## config.mk

```make
export PLATFORM = sky130hd
export DESIGN_NAME = pi_controller_antiwindup
export DESIGN_NICKNAME = d
export VERILOG_FILES = /design/src/hw/rtl/pca_pkg.sv /design/src/hw/rtl/pca_mul.sv /design/src/hw/rtl/pca_div.sv /design/src/hw/rtl/pca_core.sv /design/src/hw/rtl/pi_controller_antiwindup.sv
export SDC_FILE = /design/constraint.sdc
export NUM_CORES = 2
export LEC_CHECK = 0
export BUFFER_PORTS_ARGS = -buffer_cell sky130_fd_sc_hd__buf_4
export CORE_ASPECT_RATIO = 0.9
export CORE_MARGIN = 1.5
export CORE_UTILIZATION = 55
export CTS_CLUSTER_SIZE = 10
export DETAILED_ROUTE_END_ITERATION = 7
export GPL_TIMING_DRIVEN = 1
export PLACE_DENSITY = 0.82
export SYNTH_ARGS = -nofsm -noshare
export SYNTH_HDL_FRONTEND = slang
export SYNTH_SLANG_ARGS = --single-unit
```

## constraint.sdc

```tcl
create_clock -name clk -period 22.2 [get_ports clk]
set_input_delay 3.33 -clock clk [delete_from_list [all_inputs] [get_ports clk]]
set_output_delay 3.33 -clock clk [all_outputs]
set_load 0.03 [all_outputs]
```

## src/hw/rtl/pca_pkg.sv

```systemverilog
`timescale 1ns / 1ps
// ----------------------------------------------------------------------------
// PI controller package
// Shared widths, register indexes, constants and structs for the PI
// controller with integral clamp anti-windup.
// ----------------------------------------------------------------------------
package pca_pkg;

	localparam int unsigned CfgIdxW = 2;
	localparam int unsigned CfgDataW = 31;

	// Configuration register indexes.
	localparam logic [CfgIdxW-1:0] REG_GAIN = 2'd0;
	localparam logic [CfgIdxW-1:0] REG_RESET_TIME = 2'd1;
	localparam logic [CfgIdxW-1:0] REG_MAX_OUTPUT = 2'd2;
	localparam logic [CfgIdxW-1:0] REG_INTERVAL = 2'd3;

	// Reset values of the configuration registers.
	localparam logic [15:0] GAIN_RST = 16'd256;
	localparam logic [23:0] RESET_TIME_RST = 24'd1000;
	localparam logic [30:0] MAX_OUTPUT_RST = 31'd6553600;
	localparam logic [15:0] INTERVAL_RST = 16'd1000;

	// Saturation value of 31-bit Q15.16 quantities.
	localparam logic [30:0] SAT31 = 31'h7FFF_FFFF;
	// Cap on the inner term before the gain multiply (2^40).
	localparam logic [48:0] INNER_CAP = 49'h100_0000_0000;

	typedef struct packed {
		logic [15:0] gain_q8_8;
		logic [23:0] reset_time_ms;
		logic [30:0] max_output;
		logic [15:0] interval_ms;
	} cfg_t;

	typedef struct packed {
		logic signed [31:0] error_in;
		logic               reset_pulse;
		logic               freeze_req;
		logic               inhibit_req;
		logic               inputs_valid;
	} item_t;

	typedef struct packed {
		logic [30:0] drive_out;
		logic [30:0] integral_sum;
		logic        inhibited;
	} result_t;

endpackage

```

## src/hw/rtl/pca_mul.sv

```systemverilog
`timescale 1ns / 1ps
// ----------------------------------------------------------------------------
// PI controller shared multiplier
// Unsigned 32 x 32 multiplier with a registered 64-bit product, shared by
// every multiply step of the sequencer.
// ----------------------------------------------------------------------------
module pca_mul (
	input  logic        clk,
	input  logic [31:0] a,
	input  logic [31:0] b,
	output logic [63:0] p_q
);

	// Product is registered so that the next step starts from a clean register.
	always_ff @(posedge clk) begin
		p_q <= {32'b0, a} * {32'b0, b};
	end

endmodule

```

## src/hw/rtl/pca_div.sv

```systemverilog
`timescale 1ns / 1ps
// ----------------------------------------------------------------------------
// PI controller iterative divider
// Restoring divider, 64-bit dividend by 32-bit divisor, one quotient bit per
// cycle. Done pulses for one cycle after the last step.
// ----------------------------------------------------------------------------
module pca_div (
	input  logic        clk,
	input  logic        arst_n,
	input  logic        start,
	input  logic [63:0] num,
	input  logic [31:0] den,
	output logic        done_q,
	output logic [63:0] quot
);

	logic        busy_q;
	logic [5:0]  cnt_q;
	logic [31:0] rem_q;
	logic [63:0] nq_q;
	logic [31:0] den_q;
	logic [32:0] trial;
	logic [33:0] diff;
	logic        ge;

	// One trial subtraction per cycle.
	assign trial = {rem_q, nq_q[63]};
	assign diff = {1'b0, trial} - {2'b0, den_q};
	assign ge = ~diff[33];
	assign quot = nq_q;

	// Step counter and handshake.
	always_ff @(posedge clk or negedge arst_n) begin
		if (!arst_n) begin
			busy_q <= 1'b0;
			done_q <= 1'b0;
			cnt_q <= '0;
		end else begin
			done_q <= 1'b0;
			if (start) begin
				busy_q <= 1'b1;
				cnt_q <= '0;
			end else if (busy_q) begin
				cnt_q <= cnt_q + 6'd1;
				if (cnt_q == 6'd63) begin
					busy_q <= 1'b0;
					done_q <= 1'b1;
				end
			end
		end
	end

	// Remainder and dividend/quotient shift register.
	always_ff @(posedge clk) begin
		if (start) begin
			rem_q <= '0;
			nq_q <= num;
			den_q <= den;
		end else if (busy_q) begin
			rem_q <= ge ? diff[31:0] : trial[31:0];
			nq_q <= {nq_q[62:0], ge};
		end
	end

endmodule

```

## src/hw/rtl/pca_core.sv

```systemverilog
`timescale 1ns / 1ps
// ----------------------------------------------------------------------------
// PI controller core
// Sequencer and datapath: holds the controller state and steps one request
// through the shared multiplier and the iterative divider.
// ----------------------------------------------------------------------------
module pca_core import pca_pkg::*; (
	input  logic    clk,
	input  logic    arst_n,
	input  cfg_t    cfg,
	input  logic    item_valid,
	input  item_t   item,
	output logic    ready,
	output logic    res_valid,
	input  logic    res_ready,
	output result_t res
);

	typedef enum logic [12:0] {
		S_IDLE   = 13'b0_0000_0000_0001,
		S_LIM_A  = 13'b0_0000_0000_0010,
		S_LIM_B  = 13'b0_0000_0000_0100,
		S_LIM_C  = 13'b0_0000_0000_1000,
		S_LIM_D  = 13'b0_0000_0001_0000,
		S_SUM    = 13'b0_0000_0010_0000,
		S_TERM_A = 13'b0_0000_0100_0000,
		S_TERM_B = 13'b0_0000_1000_0000,
		S_TERM_C = 13'b0_0001_0000_0000,
		S_PROD_A = 13'b0_0010_0000_0000,
		S_PROD_B = 13'b0_0100_0000_0000,
		S_PROD_C = 13'b0_1000_0000_0000,
		S_DONE   = 13'b1_0000_0000_0000
	} state_t;

	state_t state_q;

	// Controller state.
	logic [30:0] last_sum_q;
	logic [30:0] last_drive_q;
	logic [30:0] sum_limit_q;

	// Working registers of the current request.
	logic signed [31:0] err_q;
	logic        inh_q;
	logic        frozen_q;
	logic        clamp_q;
	logic        noupd_q;
	logic [62:0] num_q;
	logic [30:0] newsum_q;
	logic [40:0] inner_q;
	logic [39:0] lo_q;
	logic [30:0] drive_q;

	// Zero settings act as one.
	logic [15:0] g_eff;
	logic [23:0] r_eff;
	logic [15:0] dt_eff;
	assign g_eff = (cfg.gain_q8_8 == 16'd0) ? 16'd1 : cfg.gain_q8_8;
	assign r_eff = (cfg.reset_time_ms == 24'd0) ? 24'd1 : cfg.reset_time_ms;
	assign dt_eff = (cfg.interval_ms == 16'd0) ? 16'd1 : cfg.interval_ms;

	// Shared multiplier operand selection.
	logic [31:0] mul_a;
	logic [31:0] mul_b;
	logic [63:0] mul_q;
	always_comb begin
		case (state_q)
			S_LIM_A: begin
				mul_a = {1'b0, cfg.max_output};
				mul_b = {8'b0, r_eff};
			end
			S_LIM_B: begin
				mul_a = {16'b0, g_eff};
				mul_b = {16'b0, dt_eff};
			end
			S_TERM_A: begin
				mul_a = {1'b0, newsum_q};
				mul_b = {16'b0, dt_eff};
			end
			S_PROD_A: begin
				mul_a = {16'b0, g_eff};
				mul_b = {8'b0, inner_q[23:0]};
			end
			S_PROD_B: begin
				mul_a = {16'b0, g_eff};
				mul_b = {15'b0, inner_q[40:24]};
			end
			default: begin
				mul_a = '0;
				mul_b = '0;
			end
		endcase
	end

	pca_mul u_mul (
		.clk (clk),
		.a   (mul_a),
		.b   (mul_b),
		.p_q (mul_q)
	);

	// Divider: limit division first, integral term division later.
	logic        div_start;
	logic [63:0] div_num;
	logic [31:0] div_den;
	logic        div_done;
	logic [63:0] div_quot;
	assign div_start = (state_q == S_LIM_C) || (state_q == S_TERM_B);
	assign div_num = (state_q == S_LIM_C) ? {1'b0, num_q} : mul_q;
	assign div_den = (state_q == S_LIM_C) ? mul_q[31:0] : {8'b0, r_eff};

	pca_div u_div (
		.clk    (clk),
		.arst_n (arst_n),
		.start  (div_start),
		.num    (div_num),
		.den    (div_den),
		.done_q (div_done),
		.quot   (div_quot)
	);

	// Integral sum step: add the error, floor at zero, clamp to the limit.
	logic signed [32:0] ns;
	logic [30:0] ns_sel;
	logic        ns_clamp;
	assign ns = $signed({2'b0, last_sum_q}) + $signed({err_q[31], err_q});
	always_comb begin
		ns_clamp = 1'b0;
		if (ns[32]) begin
			ns_sel = '0;
		end else if (ns[31:0] > {1'b0, sum_limit_q}) begin
			ns_sel = sum_limit_q;
			ns_clamp = 1'b1;
		end else begin
			ns_sel = ns[30:0];
		end
	end

	// Inner term: error plus the integral term, capped at 2^40.
	logic signed [48:0] inner_w;
	logic        inner_le0;
	logic [40:0] inner_cap;
	assign inner_w = $signed({{17{err_q[31]}}, err_q}) + $signed({2'b0, div_quot[46:0]});
	assign inner_le0 = inner_w[48] || (inner_w == 49'sd0);
	assign inner_cap = (inner_w > $signed(INNER_CAP)) ? INNER_CAP[40:0] : inner_w[40:0];

	// Gain product: assemble both partial products and drop the Q8.8 fraction.
	logic [56:0] prod_full;
	logic [48:0] prod;
	logic        prod_over;
	assign prod_full = {17'b0, lo_q} + {mul_q[32:0], 24'b0};
	assign prod = prod_full[56:8];
	assign prod_over = prod > {18'b0, cfg.max_output};

	// Saturated limit quotient.
	logic [30:0] lim_sat;
	assign lim_sat = (|div_quot[63:31]) ? SAT31 : div_quot[30:0];

	// Result of the current request.
	logic upd;
	assign upd = !frozen_q && !inh_q && !noupd_q;
	assign res.drive_out = frozen_q ? last_drive_q : drive_q;
	assign res.integral_sum = upd ? newsum_q : last_sum_q;
	assign res.inhibited = frozen_q | clamp_q | inh_q | noupd_q;
	assign res_valid = (state_q == S_DONE);
	assign ready = (state_q == S_IDLE);

	// Sequencer and controller state.
	always_ff @(posedge clk or negedge arst_n) begin
		if (!arst_n) begin
			state_q <= S_IDLE;
			last_sum_q <= '0;
			last_drive_q <= '0;
			sum_limit_q <= '0;
		end else begin
			case (state_q)
				S_IDLE: begin
					if (item_valid) begin
						if (item.reset_pulse) begin
							last_sum_q <= '0;
							last_drive_q <= '0;
							sum_limit_q <= '0;
						end
						if (item.freeze_req || !item.inputs_valid) begin
							state_q <= S_DONE;
						end else if (item.reset_pulse || sum_limit_q == '0) begin
							state_q <= S_LIM_A;
						end else begin
							state_q <= S_SUM;
						end
					end
				end
				S_LIM_A:  state_q <= S_LIM_B;
				S_LIM_B:  state_q <= S_LIM_C;
				S_LIM_C:  state_q <= S_LIM_D;
				S_LIM_D: begin
					if (div_done) begin
						sum_limit_q <= lim_sat;
						state_q <= S_SUM;
					end
				end
				S_SUM:    state_q <= S_TERM_A;
				S_TERM_A: state_q <= S_TERM_B;
				S_TERM_B: state_q <= S_TERM_C;
				S_TERM_C: begin
					if (div_done) begin
						state_q <= inner_le0 ? S_DONE : S_PROD_A;
					end
				end
				S_PROD_A: state_q <= S_PROD_B;
				S_PROD_B: state_q <= S_PROD_C;
				S_PROD_C: state_q <= S_DONE;
				S_DONE: begin
					if (res_ready) begin
						if (!frozen_q) begin
							last_sum_q <= res.integral_sum;
							last_drive_q <= res.drive_out;
						end
						state_q <= S_IDLE;
					end
				end
				default: state_q <= S_IDLE;
			endcase
		end
	end

	// Working registers.
	always_ff @(posedge clk) begin
		case (state_q)
			S_IDLE: begin
				err_q <= item.error_in;
				inh_q <= item.inhibit_req;
				frozen_q <= item.freeze_req || !item.inputs_valid;
				clamp_q <= 1'b0;
				noupd_q <= 1'b0;
			end
			S_LIM_B: num_q <= {mul_q[54:0], 8'b0};
			S_SUM: begin
				newsum_q <= ns_sel;
				clamp_q <= ns_clamp;
			end
			S_TERM_C: begin
				inner_q <= inner_cap;
				if (inner_le0) begin
					drive_q <= '0;
				end
			end
			S_PROD_B: lo_q <= mul_q[39:0];
			S_PROD_C: begin
				drive_q <= prod_over ? cfg.max_output : prod[30:0];
				noupd_q <= prod_over;
			end
			default: begin
			end
		endcase
	end

endmodule

```

## src/hw/rtl/pi_controller_antiwindup.sv

```systemverilog
`timescale 1ns / 1ps
// ----------------------------------------------------------------------------
// PI controller with anti-windup
// Top level: configuration registers, request intake and output register
// around the sequenced controller core.
// ----------------------------------------------------------------------------
// One request at a time: a frozen or invalid request goes straight from
// acceptance to its result. A normal request uses the single shared
// 64-step divider once for the integral term, and once more for the limit
// when the integral limit must be recomputed (first request, after a reset
// pulse, or while the limit is zero). in_stall stays high until the result
// has moved to the output register; the next request may then be accepted
// while the result waits.
module pi_controller_antiwindup import pca_pkg::*; (
	input  logic                clk,
	input  logic                arst_n,
	input  logic                cfg_we,
	input  logic [CfgIdxW-1:0]  cfg_idx,
	input  logic [CfgDataW-1:0] cfg_wdata,
	input  logic                in_valid,
	output logic                in_stall,
	input  logic signed [31:0]  error_in,
	input  logic                reset_pulse,
	input  logic                freeze_req,
	input  logic                inhibit_req,
	input  logic                inputs_valid,
	output logic                out_valid,
	input  logic                out_stall,
	output logic [30:0]         drive_out,
	output logic [30:0]         integral_sum,
	output logic                inhibited
);

	cfg_t    cfg_q;
	item_t   item;
	result_t res;
	result_t res_q;
	logic    out_valid_q;
	logic    core_ready;
	logic    res_valid;
	logic    res_take;

	// Configuration registers.
	always_ff @(posedge clk or negedge arst_n) begin
		if (!arst_n) begin
			cfg_q.gain_q8_8 <= GAIN_RST;
			cfg_q.reset_time_ms <= RESET_TIME_RST;
			cfg_q.max_output <= MAX_OUTPUT_RST;
			cfg_q.interval_ms <= INTERVAL_RST;
		end else if (cfg_we) begin
			case (cfg_idx)
				REG_GAIN:       cfg_q.gain_q8_8 <= cfg_wdata[15:0];
				REG_RESET_TIME: cfg_q.reset_time_ms <= cfg_wdata[23:0];
				REG_MAX_OUTPUT: cfg_q.max_output <= cfg_wdata[30:0];
				REG_INTERVAL:   cfg_q.interval_ms <= cfg_wdata[15:0];
				default: begin
				end
			endcase
		end
	end

	// Request intake.
	assign item.error_in = error_in;
	assign item.reset_pulse = reset_pulse;
	assign item.freeze_req = freeze_req;
	assign item.inhibit_req = inhibit_req;
	assign item.inputs_valid = inputs_valid;
	assign in_stall = !core_ready;

	pca_core u_core (
		.clk        (clk),
		.arst_n     (arst_n),
		.cfg        (cfg_q),
		.item_valid (in_valid && core_ready),
		.item       (item),
		.ready      (core_ready),
		.res_valid  (res_valid),
		.res_ready  (res_take),
		.res        (res)
	);

	// Output register: loads when empty or being drained.
	assign res_take = res_valid && (!out_valid_q || !out_stall);

	always_ff @(posedge clk or negedge arst_n) begin
		if (!arst_n) begin
			out_valid_q <= 1'b0;
		end else if (res_take) begin
			out_valid_q <= 1'b1;
		end else if (!out_stall) begin
			out_valid_q <= 1'b0;
		end
	end

	always_ff @(posedge clk) begin
		if (res_take) begin
			res_q <= res;
		end
	end

	assign out_valid = out_valid_q;
	assign drive_out = res_q.drive_out;
	assign integral_sum = res_q.integral_sum;
	assign inhibited = res_q.inhibited;

endmodule

```

==> implementation parameters <==
Parameter                              Value

Clocking
  Root Buffer Master    clkbuf_16
  Number of sinks on the clock net    674
  CTS HTree Levels    3
  Number of resized instances in the post-cts repair step    0
  Setup bufs post-CTS    0
  Clock transition time at the flip-flop clock pins of the worst setup and hold paths    0.06 ns
  TritonCTS clock tree    done
  Maximum buffer depth of the clock tree    3
  Cts-stage hold buffer count    0
  Clock latency of the later-clocked register in the worst-skew pair    0.68 ns
  TritonCTS Buffers    79

Synthesis
  Dominant register cell in the synthesized netlist    edfxtp_1
  Syn nets    7224
  Syn. warnings    0
  Count of state elements after synthesis    674
  Main combinational cell family by area after synthesis    adder cells
  Gate Count Post-Synth    6139
  Top cells by area in the synthesized netlist    fa_1 (22%), edfxtp_1 (20%), ha_1 (7.9%)
  Share of the synthesized area in the top cell type    21.9%
  Sequential cell area fraction in the yosys report    31.4%
  Basic-gate share of the synthesized area counting and, or, nand and nor cells    14.2%
  Complex-gate fraction of the synthesized area    9.94%
  Multiplexer fraction of the synthesized cell area    4.02%
  Leading cell types by count after synthesis    nand2_1 (1001), inv_1 (989), fa_1 (640), nor2_1 (508), edfxtp_1 (385)
  Xor/xnor cell area share of the yosys netlist    2.44%
  Post-Syn Area per Cell    9.54 sq um
  FFs w/ async S/R, synth    30.0%
  Dominant cell type by area after synthesis    fa_1
  Post-synth EDFFs    385
  Distinct cells, synth    89
  Arithmetic-cell share of the synthesized area counting full adders, half adders and majority gates    29.8%
  Post-synthesis instance area    58600 sq um
  Leading cell type by number of instances after synthesis    nand2_1

Placed design
  Number of buffers added on ports    138
  Detailed placement HPWL    143 mm
  Final Wtd Congestion    1.01

Power
  Leakage power    29.2 nW
  Worst voltage drop across the vdd grid    0.0975 mV
  Power per unit of standard cell area    84.7 nW/um^2

Floorplanning
  Area of the core    105000 sq um
  Initial Util    55.5%
  Die area    108000 sq um
  Die boundary height    313 um
  Horizontal die dimension    347 um
  Number of placed I/O pins    139
  Count of standard-cell rows    113

Timing
  Final count of hold timing violations    0
  # setup viols final    0
  RSZ-0062 raised after global routing    false
  Final setup skew    0.0277 ns
  Transition at the pin with the smallest max-transition slack    1.25 ns
  Post-layout minimum cycle time    11.64 ns
  Upper clock frequency limit    0.0859 GHz
  Final Max Slew Viols    0
  Period utilization    52.4%
  Worst max-slew margin expressed relative to the limit    16.7%
  Setup total negative slack    0 ns

Global route
  Number of antenna violations at the first check in global routing    11
  Number of global-route vias before repair    46283
  Overall overflow remaining after global route    0
  Pin count of the biggest net entering global routing    88
  Global-route wire length before repair    282 mm
  Global router's overall resource usage    34.6%

Worst setup path
  Critical path peak fanout    33
  Startpoint kind of the worst setup timing path    flip-flop
  Kind of end point of the critical path    flip-flop
  Delay contributed by the slowest stage of the critical path    0.98 ns
  Critical path arrival    12.23 ns
  Type of the worst setup path    reg -> reg
  Standard cell with the maximum stage delay on the critical path    a211oi_1
  Required time reported for the critical path endpoint    22.79 ns
  Worst path most repeated cell    fa_1

Cells and area
  Filler cell count in the final layout    8590
  Area delta synth->final    8.33%
  Area of the multi-input gates    35500 sq um
  Combined flip-flop and latch cell area    18400 sq um
  Post-layout net count    7267
  Share of cells above drive strength 1    7.94%
  Utilization after layout    60.1%

Detailed routing
  Remaining design rule violation count    13
  First-pass detailed-route iteration total    8
  Routed WL    186 mm
  Post-detailed-route via-to-cell ratio    6.08
  Antenna Nets Post-Route    0
  Number of DRC markers in iteration 0    5496
  Routed WL per cell    24.4 um
  Via count    46453

Status
  Failing checks    design-rule violations
  Result of the run    finished with violations

Flow run
  Number of max-cap violations    0

Min path
  Type of the worst min-delay path    reg -> reg
-- placed cells by master (no fill, tap or decap), types with 35 or more instances in the layout --
cell type	count
a31oi_1	35
nor2_1	507
dfxtp_1	87
inv_1	988
o31ai_1	73
o21ai_0	166
a21o_1	103
buf_4	229
nand2_1	1001
mux2_2	88
mux2i_1	136
clkbuf_16	79
and2_1	35
a21oi_1	220
edfxtp_1	385
nand4_1	49
xor2_1	59
clkbuf_1	57
nor2b_1	41
fa_1	640
nand2b_1	41
ha_1	371
xnor2_1	104
nand3_1	66
a22oi_1	64
dfrtp_1	185
-- stage by stage --
| step | power (W) | area, sq um | cells | worst slack [ns] | hold WS, ns |
|---|---|---|---|---|---|
| CTS | 0.00531 | 63400 | 7629 | 10.85 | 0.447 |
| detailed placement | 0.00407 | 61000 | 7481 | 10.88 | 0.422 |
| floorplan | 0.00336 | 58600 | 6139 | 11.90 | 0.408 |
| global placement | 0.00402 | 61000 | 7481 | 10.99 | 0.426 |
| finish | 0.00537 | 63400 | 7643 | 10.56 | 0.441 |
| global route | 0.00561 | 63400 | 7629 | 10.06 | 0.462 |
-- registers in the layout (all words and copies together), names as in the netlist, 32 cells and up --
register,flops
u_core.err_q,32
u_core.inner_q,41
u_core.u_div.quot,64
cfg_q,87
u_core.num_q,55
u_core.u_mul.p_q,55
u_core.u_div.rem_q,32
u_core.lo_q,32
u_core.u_div.den_q,32
-- kinds of logic (layout without fill, tap and decap cells) --
family / count (synthesis) / after routing
AOI/OAI and AO/OA: 884 / 884
xor gates and xnor gates: 163 / 163
adders and majority gates: 1011 / 1011
buffers and inverters: 1257 / 1367
DFF: 674 / 674
muxes: 224 / 224
other: 0 / 14
and+or+nand+nor: 1926 / 1926
-- routing by layer --
metal,vias to the layer above,GRT usage [%],wire length (um)
li1,20132,-,-
met1,22846,46.2,70800
met2,2903,49.4,77800
met3,560,14.4,28300
met4,12,15.0,9340
met5,-,0,87
-- cell type report --
cell class / count / share of cell area [%]
Antenna cell: 14 / 0.0552
Sequential cell: 674 / 29.0
Inverter: 989 / 5.85
Clock buffer: 136 / 3.45
Timing Repair Buffer: 230 / 2.73
Multi-Input combinational cell: 4208 / 55.9
Tap cell: 1380 / 2.72
Clock inverter: 12 / 0.288
-- power by group --
group / switching [W] / leakage [nW] / total [W] / internal [W]
Combinational: 0.00151 / 21.4 / 0.00232 / 0.000809
Clock: 0.000545 / 1.12 / 0.00123 / 0.000689
Sequential: 0.000220 / 6.68 / 0.00182 / 0.00160
Total: 0.00228 / 29.2 / 0.00537 / 0.00309
-- worst max-delay path, delay by kind of cell, from the launching register on --
| kind | cells | cell delay (ns) |
|---|---|---|
| AO/OA/AOI/OAI | 7 | 2.64 |
| XOR/XNOR | 1 | 0.15 |
| adder cells (fa/ha/maj) | 8 | 3.90 |
| buffers and inverters | 6 | 0.64 |
| flip-flops | 1 | 0.43 |
| AND/OR/NAND/NOR | 12 | 3.74 |
-- path summary, 6_finish.rpt --
check	from	endpoint	slack [ns]	depth (start not counted)
worst max-delay path	u_core.state_q[11]$_DFFE_PN0P_	u_core.u_mul.p_q[51]$_DFF_P_	10.56	34
worst min-delay path	u_core.u_mul.p_q[40]$_DFF_P_	u_core.num_q[48]$_DFFE_PN_	0.44	0
worst max register to register	u_core.state_q[11]$_DFFE_PN0P_	u_core.u_mul.p_q[51]$_DFF_P_	10.56	34
worst min register to register	u_core.u_mul.p_q[40]$_DFF_P_	u_core.num_q[48]$_DFFE_PN_	0.44	0
max in group asynchronous	arst_n	cfg_q[44]$_DFFE_PN0P_	17.33	3
min in group asynchronous	arst_n	u_core.u_div.cnt_q[0]$_DFFE_PN0P_	2.71	1
No activity file was read; power rests on OpenSTA's default activity.
